### src/ladder_keypad_debounce_repeat_defines.svh
// Assertion macros for the ladder keypad debounce and auto-repeat block
`ifndef LADDER_KEYPAD_DEBOUNCE_REPEAT_DEFINES_SVH
`define LADDER_KEYPAD_DEBOUNCE_REPEAT_DEFINES_SVH

// Same-cycle implication, checked out of reset
`define LKDR_ASSERT_NOW(lbl, clk, rst_n, ante, cons, msg) \
  lbl: assert property (@(posedge clk) disable iff (!(rst_n)) (ante) |-> (cons)) \
    else $error(msg);

// Next-cycle implication, checked out of reset
`define LKDR_ASSERT_NEXT(lbl, clk, rst_n, ante, cons, msg) \
  lbl: assert property (@(posedge clk) disable iff (!(rst_n)) (ante) |=> (cons)) \
    else $error(msg);

`endif

### src/lkdr_pkg.sv
// Types and constants for the ladder keypad debounce and auto-repeat block
package lkdr_pkg;

  typedef enum logic [1:0] {
    OP_POLL     = 2'd0,
    OP_MS_TICK  = 2'd1,
    OP_SEC_TICK = 2'd2
  } op_e;

  // Register indexes (byte address / 4)
  localparam logic [1:0] REG_INITIAL_REPEAT = 2'd0;
  localparam logic [1:0] REG_MIN_REPEAT     = 2'd1;
  localparam logic [1:0] REG_HOLD_SECONDS   = 2'd2;

  localparam int unsigned APB_ADDR_W = 4;
  localparam int unsigned APB_DATA_W = 32;
  localparam int unsigned MS_W       = 11;
  localparam int unsigned SEC_W      = 4;
  localparam int unsigned HIST_W     = 16;
  localparam int unsigned NUM_LEVELS = 16;

  localparam logic [MS_W-1:0]  INITIAL_REPEAT_RST = 11'd1000;
  localparam logic [MS_W-1:0]  MIN_REPEAT_RST     = 11'd125;
  localparam logic [SEC_W-1:0] HOLD_SECONDS_RST   = 4'd3;

  // Ladder thresholds at 10-bit scale, highest voltage first
  localparam logic [9:0] KEY_LIMIT [NUM_LEVELS] = '{
    10'd967, 10'd864, 10'd782, 10'd714, 10'd657, 10'd608, 10'd566, 10'd529,
    10'd497, 10'd469, 10'd443, 10'd420, 10'd400, 10'd381, 10'd364, 10'd0
  };

  // Four equal samples of one key
  localparam logic [HIST_W-1:0] STEADY_DOWN  = 16'h1111;
  localparam logic [HIST_W-1:0] STEADY_UP    = 16'h2222;
  localparam logic [HIST_W-1:0] STEADY_ENTER = 16'h4444;
  localparam logic [HIST_W-1:0] STEADY_MODE  = 16'h8888;

  localparam logic [4:0] KEY_HOLD_TIMEOUT = 5'h10;

  typedef struct packed {
    logic [4:0] key_code;
    logic       power_off;
  } rsp_t;

endpackage

### src/lkdr_if.sv
// Request and response channel interfaces
interface lkdr_req_if #(
  parameter int unsigned ADC_BITS = 10
);
  logic                valid;
  logic                ready;
  logic [1:0]          opcode;
  logic [ADC_BITS-1:0] adc_value;

  modport source (output valid, output opcode, output adc_value, input ready);
  modport sink   (input valid, input opcode, input adc_value, output ready);
endinterface

interface lkdr_rsp_if;
  logic       valid;
  logic       ready;
  logic [4:0] key_code;
  logic       power_off;

  modport source (output valid, output key_code, output power_off, input ready);
  modport sink   (input valid, input key_code, input power_off, output ready);
endinterface

### src/ladder_keypad_debounce_repeat.sv
// Ladder keypad decoder with four-sample debounce, auto-repeat and hold timer
//
//  channel  | dir | payload                      | notes
//  ---------+-----+------------------------------+---------------------------------
//  req_i    | in  | opcode, adc_value[ADC_BITS]  | poll gives one response, ticks none
//  rsp_o    | out | key_code[5], power_off       | output register plus skid entry
//  APB      | in  | initial/min repeat, hold sec | regs at 0x0, 0x4, 0x8
//
// One request per cycle while req_i.ready is high: decode compares, history update
// and timers go straight from the accepted request into the state and response registers.
// A poll's response is registered in rsp_o the cycle after, unless it must wait in the skid entry.
// req_i.ready drops only while both the output register and the skid entry hold.
// rst_ni clears history, timers and response valids and loads register defaults.
`include "ladder_keypad_debounce_repeat_defines.svh"

module ladder_keypad_debounce_repeat #(
  parameter int unsigned ADC_BITS = 10
) (
  input  logic                                clk_i,
  input  logic                                rst_ni,
  lkdr_req_if.sink                            req_i,
  lkdr_rsp_if.source                          rsp_o,
  input  logic                                psel,
  input  logic                                penable,
  input  logic                                pwrite,
  input  logic [lkdr_pkg::APB_ADDR_W-1:0]     paddr,
  input  logic [lkdr_pkg::APB_DATA_W-1:0]     pwdata,
  output logic [lkdr_pkg::APB_DATA_W-1:0]     prdata,
  output logic                                pready
);

  // Configuration
  logic [lkdr_pkg::MS_W-1:0]  init_rep_q, min_rep_q;
  logic [lkdr_pkg::SEC_W-1:0] hold_sec_q;
  logic                       cfg_wr;

  // Key state
  logic [lkdr_pkg::HIST_W-1:0] hist_q, hist_d, hist_new;
  logic [lkdr_pkg::MS_W-1:0]   period_q, period_d, period_half;
  logic [lkdr_pkg::MS_W-1:0]   rtimer_q, rtimer_d;
  logic [lkdr_pkg::SEC_W-1:0]  armed_q, armed_d;
  logic [lkdr_pkg::SEC_W-1:0]  htimer_q, htimer_d;

  // Decode
  logic [lkdr_pkg::NUM_LEVELS-1:0] hit;
  logic [3:0]                      key_idx;

  // Response path
  logic             req_acc, push, pop;
  lkdr_pkg::rsp_t   res, out_q, out_d, skid_q, skid_d;
  logic             out_valid_q, out_valid_d, skid_valid_q, skid_valid_d;

  // ---------------------------------------------------------------- APB
  assign pready = 1'b1;
  assign cfg_wr = psel && penable && pwrite;

  always_comb begin
    prdata = '0;
    case (paddr[3:2])
      lkdr_pkg::REG_INITIAL_REPEAT: prdata[lkdr_pkg::MS_W-1:0]  = init_rep_q;
      lkdr_pkg::REG_MIN_REPEAT:     prdata[lkdr_pkg::MS_W-1:0]  = min_rep_q;
      lkdr_pkg::REG_HOLD_SECONDS:   prdata[lkdr_pkg::SEC_W-1:0] = hold_sec_q;
      default:                      prdata = '0;
    endcase
  end

  always_ff @(posedge clk_i or negedge rst_ni) begin
    if (!rst_ni) begin
      init_rep_q <= lkdr_pkg::INITIAL_REPEAT_RST;
      min_rep_q  <= lkdr_pkg::MIN_REPEAT_RST;
      hold_sec_q <= lkdr_pkg::HOLD_SECONDS_RST;
    end else if (cfg_wr) begin
      case (paddr[3:2])
        lkdr_pkg::REG_INITIAL_REPEAT: init_rep_q <= pwdata[lkdr_pkg::MS_W-1:0];
        lkdr_pkg::REG_MIN_REPEAT:     min_rep_q  <= pwdata[lkdr_pkg::MS_W-1:0];
        lkdr_pkg::REG_HOLD_SECONDS:   hold_sec_q <= pwdata[lkdr_pkg::SEC_W-1:0];
        default: ;
      endcase
    end
  end

  // ---------------------------------------------------------------- decode
  // Thresholds rescaled from 10 bits to ADC_BITS at elaboration
  for (genvar k = 0; k < lkdr_pkg::NUM_LEVELS; k++) begin : g_thr
    localparam logic [ADC_BITS+9:0] WIDE = {lkdr_pkg::KEY_LIMIT[k], {ADC_BITS{1'b0}}};
    assign hit[k] = (req_i.adc_value >= WIDE[ADC_BITS+9:10]);
  end

  // First threshold met wins; the last one is zero so something always hits
  always_comb begin
    key_idx = '0;
    for (int k = lkdr_pkg::NUM_LEVELS - 1; k >= 0; k--) begin
      if (hit[k]) key_idx = 4'(k);
    end
  end

  // ---------------------------------------------------------------- key state
  assign req_acc     = req_i.valid && req_i.ready;
  assign hist_new    = {hist_q[lkdr_pkg::HIST_W-5:0], key_idx};
  assign period_half = (period_q > min_rep_q) ? (period_q >> 1) : period_q;

  always_comb begin
    hist_d   = hist_q;
    period_d = period_q;
    rtimer_d = rtimer_q;
    armed_d  = armed_q;
    htimer_d = htimer_q;
    push     = 1'b0;
    res      = '0;
    if (req_acc) begin
      case (lkdr_pkg::op_e'(req_i.opcode))
        lkdr_pkg::OP_POLL: begin
          push = 1'b1;
          if (hist_new != hist_q) begin
            hist_d = hist_new;
            if (hist_new == lkdr_pkg::STEADY_UP || hist_new == lkdr_pkg::STEADY_DOWN) begin
              period_d     = init_rep_q;
              rtimer_d     = init_rep_q;
              res.key_code = {1'b0, hist_new[3:0]};
            end else if (hist_new == lkdr_pkg::STEADY_ENTER ||
                         hist_new == lkdr_pkg::STEADY_MODE) begin
              period_d     = '0;
              armed_d      = hold_sec_q;
              htimer_d     = hold_sec_q;
              res.key_code = {1'b0, hist_new[3:0]};
            end else if (hist_new == '0) begin
              period_d = '0;
              armed_d  = '0;
            end
          end else if (period_q != '0 && rtimer_q == '0) begin
            // repeat due: halve the period while it is above the minimum
            period_d     = period_half;
            rtimer_d     = period_half;
            res.key_code = {1'b0, hist_new[3:0]};
          end else if (armed_q != '0 && htimer_q == '0) begin
            if (hist_new == lkdr_pkg::STEADY_MODE) res.power_off = 1'b1;
            else                                    res.key_code  = lkdr_pkg::KEY_HOLD_TIMEOUT;
          end
        end
        lkdr_pkg::OP_MS_TICK: begin
          if (rtimer_q != '0) rtimer_d = rtimer_q - 11'd1;
        end
        lkdr_pkg::OP_SEC_TICK: begin
          if (htimer_q != '0) htimer_d = htimer_q - 4'd1;
        end
        default: ;
      endcase
    end
  end

  always_ff @(posedge clk_i or negedge rst_ni) begin
    if (!rst_ni) begin
      hist_q   <= '0;
      period_q <= '0;
      rtimer_q <= '0;
      armed_q  <= '0;
      htimer_q <= '0;
    end else begin
      hist_q   <= hist_d;
      period_q <= period_d;
      rtimer_q <= rtimer_d;
      armed_q  <= armed_d;
      htimer_q <= htimer_d;
    end
  end

  // ---------------------------------------------------------------- response
  assign req_i.ready = !skid_valid_q;
  assign pop         = out_valid_q && rsp_o.ready;

  always_comb begin
    out_d        = out_q;
    skid_d       = skid_q;
    out_valid_d  = out_valid_q;
    skid_valid_d = skid_valid_q;
    if (!out_valid_q || pop) begin
      if (skid_valid_q) begin
        out_d        = skid_q;
        out_valid_d  = 1'b1;
        skid_d       = res;
        skid_valid_d = push;
      end else begin
        out_d       = res;
        out_valid_d = push;
      end
    end else if (push) begin
      skid_d       = res;
      skid_valid_d = 1'b1;
    end
  end

  always_ff @(posedge clk_i or negedge rst_ni) begin
    if (!rst_ni) begin
      out_valid_q  <= 1'b0;
      skid_valid_q <= 1'b0;
    end else begin
      out_valid_q  <= out_valid_d;
      skid_valid_q <= skid_valid_d;
    end
  end

  always_ff @(posedge clk_i) begin
    out_q  <= out_d;
    skid_q <= skid_d;
  end

  assign rsp_o.valid     = out_valid_q;
  assign rsp_o.key_code  = out_q.key_code;
  assign rsp_o.power_off = out_q.power_off;

  // ---------------------------------------------------------------- checks
  `LKDR_ASSERT_NOW(a_skid_behind_out, clk_i, rst_ni, skid_valid_q, out_valid_q, "skid entry held with empty output register")
  `LKDR_ASSERT_NOW(a_poff_no_code, clk_i, rst_ni, out_valid_q && out_q.power_off, out_q.key_code == '0, "power off reported with a key code")
  `LKDR_ASSERT_NEXT(a_tick_no_rsp, clk_i, rst_ni, req_acc && req_i.opcode != lkdr_pkg::OP_POLL && !out_valid_q, !out_valid_q, "tick produced a response")
  `LKDR_ASSERT_NEXT(a_skid_drains, clk_i, rst_ni, pop && skid_valid_q, out_valid_q, "skid entry lost on output pop")

endmodule
### src/flat_wrapper.sv
// flat-port wrapper written by rule: the top's interface ports become plain ports
module ladder_keypad_debounce_repeat_flat 
#(
  parameter int unsigned ADC_BITS = 10
)
  (clk_i, rst_ni, psel, penable, pwrite, paddr, pwdata, prdata, pready, req_i_valid, req_i_opcode, req_i_adc_value, req_i_ready, rsp_o_valid, rsp_o_key_code, rsp_o_power_off, rsp_o_ready);
  lkdr_req_if #(.ADC_BITS(ADC_BITS)) req_i_i ();
  lkdr_rsp_if rsp_o_i ();
  input  logic clk_i;
  input  logic rst_ni;
  input  logic psel;
  input  logic penable;
  input  logic pwrite;
  input  logic [lkdr_pkg::APB_ADDR_W-1:0] paddr;
  input  logic [lkdr_pkg::APB_DATA_W-1:0] pwdata;
  output logic [lkdr_pkg::APB_DATA_W-1:0] prdata;
  output logic pready;
  input wire logic [$bits(req_i_i.valid)-1:0] req_i_valid;
  input wire logic [$bits(req_i_i.opcode)-1:0] req_i_opcode;
  input wire logic [$bits(req_i_i.adc_value)-1:0] req_i_adc_value;
  output wire logic [$bits(req_i_i.ready)-1:0] req_i_ready;
  output wire logic [$bits(rsp_o_i.valid)-1:0] rsp_o_valid;
  output wire logic [$bits(rsp_o_i.key_code)-1:0] rsp_o_key_code;
  output wire logic [$bits(rsp_o_i.power_off)-1:0] rsp_o_power_off;
  input wire logic [$bits(rsp_o_i.ready)-1:0] rsp_o_ready;
  assign req_i_i.valid = req_i_valid;
  assign req_i_i.opcode = req_i_opcode;
  assign req_i_i.adc_value = req_i_adc_value;
  assign req_i_ready = req_i_i.ready;
  assign rsp_o_valid = rsp_o_i.valid;
  assign rsp_o_key_code = rsp_o_i.key_code;
  assign rsp_o_power_off = rsp_o_i.power_off;
  assign rsp_o_i.ready = rsp_o_ready;
  ladder_keypad_debounce_repeat #(.ADC_BITS(ADC_BITS)) u_core (.clk_i(clk_i), .rst_ni(rst_ni), .req_i(req_i_i), .rsp_o(rsp_o_i), .psel(psel), .penable(penable), .pwrite(pwrite), .paddr(paddr), .pwdata(pwdata), .prdata(prdata), .pready(pready));
endmodule
### config.mk
export PLATFORM = sky130hd
export DESIGN_NAME = ladder_keypad_debounce_repeat_flat
export DESIGN_NICKNAME = d
export VERILOG_FILES = /design/src/lkdr_pkg.sv /design/src/lkdr_if.sv /design/src/ladder_keypad_debounce_repeat.sv /design/src/flat_wrapper.sv
export VERILOG_INCLUDE_DIRS = /design/src /design/src/src
export SDC_FILE = /design/constraint.sdc
export NUM_CORES = 1
export LEC_CHECK = 0
export ABC_AREA = 1
export BUFFER_PORTS_ARGS = -buffer_cell sky130_fd_sc_hd__buf_2
export CORE_UTILIZATION = 45
export CTS_CLUSTER_SIZE = 12
export DETAILED_ROUTE_END_ITERATION = 8
export PLACE_DENSITY = 0.68
export SLEW_MARGIN = 10
export SYNTH_ARGS = -nofsm -noshare
export SYNTH_HDL_FRONTEND = slang
export SYNTH_SLANG_ARGS = --single-unit
### constraint.sdc
create_clock -name clk_i -period 4.63 [get_ports clk_i]
set_input_delay 0 -clock clk_i [delete_from_list [all_inputs] [get_ports clk_i]]
set_output_delay 0 -clock clk_i [all_outputs]
set_load 0.01 [all_outputs]
==> results.sh, run 1 <==
export IMPL_outcome="completed"
export IMPL_synth_warnings=0
export IMPL_grt_pass1_vias=4784
export IMPL_holdWs_ns=0.1103
export IMPL_fin_crit_sh=0.6375
export IMPL_ys_types=52
export IMPL_num_vias=5320
export IMPL_synth_area_top_cells="dfrtp_1, nand2_1, o21ai_0, dfstp_2, edfxtp_1"
export IMPL_gr_total_overflow=0
export IMPL_n_antenna_cell=0
export IMPL_rsz0062_at_grt="no"
export IMPL_portBuffers=50
export IMPL_areaGrowthSynthToFinish_pct=12.19
export IMPL_required_ns=4.92
export IMPL_final_nets=966
export IMPL_syn_area_um2=5922
export IMPL_start_util=0.4655
export IMPL_worst_r2r_cell_count=17
export IMPL_cts_resized=0
export IMPL_cp_end_kind="flop"
export IMPL_cp_slowest_stage_delay_ns=0.53
export IMPL_p_seq_frac=0.414
export IMPL_antenna_found_initial=0
export IMPL_layout_drive_gt1_share=0.1463
export IMPL_grt_max_degree=75
export IMPL_max_slew_margin=0.3743
export IMPL_synth_area_leader_cell="dfrtp_1"
export IMPL_clock_skew_ns=0.005928
export IMPL_fin_util=0.5222
export IMPL_r2r_setup_slack_ns=1.68
export IMPL_first_iter_violations=337
export IMPL_synth_edf_count=12
export IMPL_worstHoldPathType="primary input to flop"
export IMPL_hold_path_end="u_core.skid_valid_q"
export IMPL_core_um2=12720
export IMPL_multi_input_area_um2=3128
export IMPL_avgSynthCellArea_um2=7.025
export IMPL_ioPinCount=96
export IMPL_pwr_share_clk=0.296
export IMPL_hpwl_mm=9.847
export IMPL_finalSetupViolations=0
export IMPL_min_from="rsp_o_ready"
export IMPL_cts_sinks=86
export IMPL_cts_buffer_depth=2
export IMPL_worst_path_max_delay_cell="dfstp_2"
export IMPL_yosysSeqAreaShare=0.3765
export IMPL_intPower_mw=1.674
export IMPL_syn_inst=843
export IMPL_critPathLaunchType="flop"
export IMPL_die_x_um=116.7
export IMPL_ys_ff_latch=86
export IMPL_synth_top_flop_cell="dfrtp_1"
export IMPL_max_freq_mhz=338.8
export IMPL_async_reset_ff_frac=0.8605
export IMPL_path_buf_inv=2
export IMPL_cts_root_buffer="clkbuf_16"
export IMPL_fp_dieH_um=116.7
export IMPL_hold_depth=4
export IMPL_path_clk_slew_ns=0.06
export IMPL_drt_wl_total_mm=13.24
export IMPL_power_switching_mw=0.9287
export IMPL_wire_per_inst_um=12.33
export IMPL_p_leak_nw=3.435
export IMPL_hold_viol_final=0
export IMPL_tns_ns=0
export IMPL_track_usage=0.2152
export IMPL_critPathMostFrequentCell="nand2_1"
export IMPL_reg2reg_to="u_core.rtimer_q[3]"
export IMPL_cts_tree="done"
export IMPL_r2r_start="u_core.min_rep_q[2]"
export IMPL_ant_nets=0
export IMPL_n_fill_cell=1325
export IMPL_tightest_slew_ns=0.9386
export IMPL_post_cts_buffers=0
export IMPL_drv_cap=0
export IMPL_crit_family="compound AO/OA/AOI/OAI gates"
export IMPL_ir_drop_v=0.0002583
export IMPL_grt_pass1_wl_mm=22.65
export IMPL_crit_chain="inv_1 -> ha_1 -> a21oi_1 -> o21ai_0 -> a31oi_1 -> o21a_1 -> o21a_1 -> o21ai_0 -> nand2_1 -> clkinv_1 -> o21ai_0 -> nand3_1 -> nand2_1 -> nand2_1 -> nand2_1 -> nand2_1 -> nand2_1"
export IMPL_hold_buffers=12
export IMPL_startpoint="u_core.min_rep_q[2]"
export IMPL_comb_power_share=0.290
export IMPL_viasPerCell=4.953
export IMPL_placement_rows=41
export IMPL_die_area_um2=13620
export IMPL_regArea_um2=2230
export IMPL_first_pass_iters=5
export IMPL_power_density_nw_per_um2=391.7
export IMPL_crit_arrival_ns=3.24
export IMPL_drc=0
export IMPL_path_class="flop to flop"
export IMPL_switching_share=0.3568
export IMPL_synth_top_area_share=0.2535
export IMPL_cts_buffers=9
export IMPL_h_tree_depth=3
export IMPL_gp_congestion=0.8467
export IMPL_min_period_ns=2.952
export IMPL_drv_slew=0
export IMPL_path_max_fanout=12
export IMPL_clk_latency_ns=0.35
[worst register-to-register path, cell delays in order, from the launching register on]
cell,delay (ns)
dfstp_2,0.53
inv_1,0.05
ha_1,0.28
a21oi_1,0.12
o21ai_0,0.09
a31oi_1,0.18
o21a_1,0.14
o21a_1,0.10
o21ai_0,0.06
nand2_1,0.27
clkinv_1,0.31
o21ai_0,0.28
nand3_1,0.10
nand2_1,0.12
nand2_1,0.07
nand2_1,0.07
nand2_1,0.05
nand2_1,0.06
[worst max path at each step]
stage | endpoint | cells past startpoint
floorplan | u_core.rtimer_q[9] | 17
global placement | u_core.rtimer_q[3] | 17
detailed placement | u_core.rtimer_q[3] | 17
CTS | u_core.rtimer_q[3] | 17
global route | u_core.rtimer_q[8] | 17
finish | u_core.rtimer_q[3] | 17
[layout by cell type (no fill, tap or decap), types with 19 or more instances in the layout]
cell type | Yosys | final
nand2_1 | 293 | 293
inv_1 | 89 | 89
o21ai_0 | 85 | 85
dfrtp_1 | 60 | 60
nor2_1 | 57 | 57
buf_2 | 3 | 49
nand3_1 | 43 | 43
conb_1 | 2 | 22
nand2_2 | 19 | 19
[per-stage QoR]
stage                     instance area (um2)  std cells  total power [mW]  setup WS, ns
final                                    6644       1074             2.603         1.678
after global routing                     6644       1074             2.805         1.350
after CTS                                6644       1074             2.623         1.663
after detailed placement                 6203       1046             1.832         1.685
after global placement                   6203       1046             1.816         1.722
after floorplan                          5997        863             1.640         2.221
[sequential cells by signal, indices dropped and copies added, names as in the netlist]
name	count
u_core.htimer_q	4
u_core.rsp_o.key_code	5
u_core.armed_q	4
u_core.rtimer_q	11
u_core.hist_q	16
u_core.init_rep_q	11
u_core.rsp_o.power_off	1
u_core.skid_q	6
u_core.skid_valid_q	1
u_core.rsp_o.valid	1
u_core.period_q	11
u_core.min_rep_q	11
u_core.hold_sec_q	4
[final cells by class]
cell class | count | area share
Clock buffer | 12 | 0.04030
Clock inverter | 4 | 0.007910
Inverter | 100 | 0.05687
Multi-Input combinational cell | 638 | 0.4708
Sequential cell | 86 | 0.3356
Tap cell | 172 | 0.03239
Timing Repair Buffer | 62 | 0.05612
[power groups by stage]
stage               Clock [mW]  Combinational, mW  Sequential, mW
floorplan                    0              0.592            1.05
global placement             0              0.729            1.09
detailed placement           0              0.746            1.09
CTS                      0.790              0.757            1.08
global route             0.817              0.884            1.10
finish                   0.770              0.754            1.08
[per-layer routing]
metal  vias to the layer above  GRT usage  wire (um)
li1                       2792          -          -
met1                      2382     0.3044       6535
met2                       128     0.3290       5887
met3                        18    0.03840        604
met4                         0    0.08017        212
met5                         -          0          0
[kinds of logic (layout without fill, tap and decap cells)]
kind of cell,after synthesis,count (layout),synth area share
AND/OR/NAND/NOR,473,473,0.3573
buffers and inverters,139,178,0.1080
AO/OA/AOI/OAI,123,123,0.1185
flip-flops,86,86,0.3765
adder cells (fa/ha/maj),14,14,0.02958
XOR/XNOR,6,6,0.008874
other,2,22,0.001268
[cells in the mapped netlist, drive strengths merged, types with 2 or more instances]
cell / number
conb: 2
and3: 3
nor2: 63
ha: 14
edfxtp: 12
nor3: 12
dfstp: 14
clkbuf: 10
inv: 98
xnor2: 4
xor2: 2
nor4: 10
o21ai: 91
nand3: 49
or2: 3
clkinv: 2
nand4: 15
a21oi: 15
dfrtp: 60
nand2: 316
o21a: 3
a31oi: 3
buf: 29
o211ai: 5
Power figures use the tool's default switching activity.
==> run 2, diff against run 1 <==
Settings changed: PLACE_DENSITY 0.68 to 0.7.
Clock period 4.63 ns to 2.5 ns, I/O delays scaled along.
==> results.sh, run 2 (synthesis gave the netlist of run 1 again) <==
export IMPL_min_period_ns=2.566
export IMPL_viasPerCell=4.943
export IMPL_violations="negative setup slack"
export IMPL_mostFrequentLayoutCells="nand2_1, inv_1, o21ai_0"
export IMPL_placement_rows=41
export IMPL_cts_tree="done"
export IMPL_first_pass_iters=5
export IMPL_tns_ns=-0.1794
export IMPL_hpwl_mm=10.63
export IMPL_n_antenna_cell=0
export IMPL_largest_reg_flops=16
export IMPL_max_slew_margin=0.3589
export IMPL_top_register="u_core.hist_q"
export IMPL_critPathLaunchType="flop"
export IMPL_drv_cap=0
export IMPL_clock_skew_ns=0.01216
export IMPL_drv_slew=0
export IMPL_track_usage=0.2266
export IMPL_cp_end_kind="flop"
export IMPL_worst_r2r_cell_count=18
export IMPL_ioPinCount=96
export IMPL_fin_cells=1140
export IMPL_h_tree_depth=3
export IMPL_gp_congestion=0.8608
export IMPL_grt_max_degree=75
export IMPL_ir_drop_v=0.0004681
export IMPL_path_max_fanout=6
export IMPL_worstHoldPathType="primary input to flop"
export IMPL_max_freq_mhz=389.7
export IMPL_grt_pass1_vias=5137
export IMPL_final_common_cell="nand2_1"
export IMPL_areaGrowthSynthToFinish_pct=26.56
export IMPL_post_place_ws_ns=-0.1056
export IMPL_hold_viol_final=0
export IMPL_ant_nets=0
export IMPL_path_class="flop to flop"
export IMPL_outcome="complete, but fails checks"
export IMPL_cts_sinks=86
export IMPL_power_density_nw_per_um2=704.8
export IMPL_dp_cells=1106
export IMPL_cts_root_buffer="clkbuf_16"
export IMPL_crit_arrival_ns=2.86
export IMPL_first_iter_violations=407
export IMPL_die_x_um=116.7
export IMPL_n_fill_cell=1215
export IMPL_required_ns=2.80
export IMPL_min_from="rsp_o_ready"
export IMPL_clk_latency_ns=0.36
export IMPL_fin_ws_ns=-0.06580
export IMPL_wire_per_inst_um=12.77
export IMPL_hold_depth=4
export IMPL_final_nets=1032
export IMPL_core_um2=12720
export IMPL_portBuffers=50
export IMPL_cts_buffer_depth=2
export IMPL_drt_wl_total_mm=14.56
export IMPL_cts_buffers=9
export IMPL_reg2reg_to="u_core.period_q[4]"
export IMPL_start_util=0.4655
export IMPL_hold_path_end="u_core.skid_valid_q"
export IMPL_fp_dieH_um=116.7
export IMPL_p_leak_nw=3.806
export IMPL_path_clk_slew_ns=0.07
export IMPL_antenna_found_initial=0
export IMPL_finalSetupViolations=10
export IMPL_holdWs_ns=0.1171
export IMPL_fin_crit_sh=1.026
export IMPL_gr_total_overflow=0
export IMPL_drc=0
export IMPL_r2r_setup_slack_ns=-0.07
export IMPL_r2r_start="u_core.rtimer_q[1]"
export IMPL_rsz0062_at_grt="yes"
export IMPL_tightest_slew_ns=0.9616
export IMPL_layout_drive_gt1_share=0.2603
export IMPL_grt_pass1_wl_mm=24.01
export IMPL_num_vias=5635
export IMPL_die_area_um2=13620
run 2: cell types whose count changed in the layout (fill, tap and decap cells not counted), moves of 10 or more:
cell | before | now
o21ai_0 | 85 | 74
nand2_1 | 293 | 274
buf_4 | 1 | 56
nor2_1 | 57 | 47
nand2_2 | 19 | 35
run 2: final cells by class:
| cell class | instances | area, um2 | area share |
|---|---|---|---|
| Clock buffer | 11 | 254.0 | 0.03389 |
| Multi-Input combinational cell | 639 | 3405 | 0.4543 |
| Clock inverter | 5 | 63.81 | 0.008514 |
| Timing Repair Buffer | 126 | 930.9 | 0.1242 |
| Tap cell | 172 | 215.2 | 0.02871 |
| Timing Repair inverter | 1 | 3.754 | 0.0005008 |
| Inverter | 100 | 392.9 | 0.05242 |
| Sequential cell | 86 | 2230 | 0.2975 |
run 2: stage by stage:
stage               area, um2  power, mW  utilization
detailed placement       6716      3.599       0.5279
finish                   7495      5.283       0.5891
global placement         6716      3.570       0.5279
CTS                      7206      5.095       0.5664
global route             7495      5.661       0.5891
floorplan                5997      3.037            -
run 2: worst max-delay path: stages, from the launching register on:
cell and delay (ns):
dfrtp_1 0.39, inv_2 0.08, ha_4 0.14, nand2_2 0.05
or3_4 0.38, nor2_4 0.13, inv_2 0.05, nor2_2 0.11
inv_2 0.06, nor2_4 0.12, nand2_2 0.07, nor3_2 0.18
nand2_2 0.10, nand4_4 0.12, nand2_8 0.10, clkinv_8 0.11
buf_12 0.11, nand4_1 0.11, nand2_1 0.09
run 2: worst max path at each step:
stage | to | cells past startpoint | slack [ns] | from
floorplan | u_core.rtimer_q[9] | 17 | 0.09 | u_core.min_rep_q[2]
global placement | u_core.rtimer_q[7] | 17 | -0.08 | u_core.min_rep_q[2]
detailed placement | u_core.rtimer_q[7] | 17 | -0.11 | u_core.min_rep_q[2]
CTS | u_core.skid_q[4] | 17 | 0.006 | u_core.rtimer_q[0]
global route | u_core.period_q[4] | 18 | -0.21 | u_core.rtimer_q[1]
finish | u_core.period_q[4] | 18 | -0.07 | u_core.rtimer_q[1]
run 2: timing repair:
action | 4_1_cts | 5_1_grt
cloned | 2 | 1
hold endpoints to repair | 86 | 0
gates resized for setup | 16 | 74
setup endpoints to repair | 22 | 57
pin swaps | 7 | 36
setup buffers | 0 | 3
hold buffers | 12 | 0
run 2: power by group:
group	internal [mW]	switching [mW]	leakage [nW]
sequential	1.72	0.262	1.07
combinational	0.794	1.06	2.59
clock	0.845	0.601	0.152
total	3.36	1.93	3.81
run 2: per-layer routing:
metal,vias to the layer above,share of wire,GRT usage
met2,143,0.46,0.3609
met4,0,0.015,0.06835
li1,2925,-,-
met1,2548,0.48,0.3148
met3,19,0.044,0.03996
met5,-,0,0
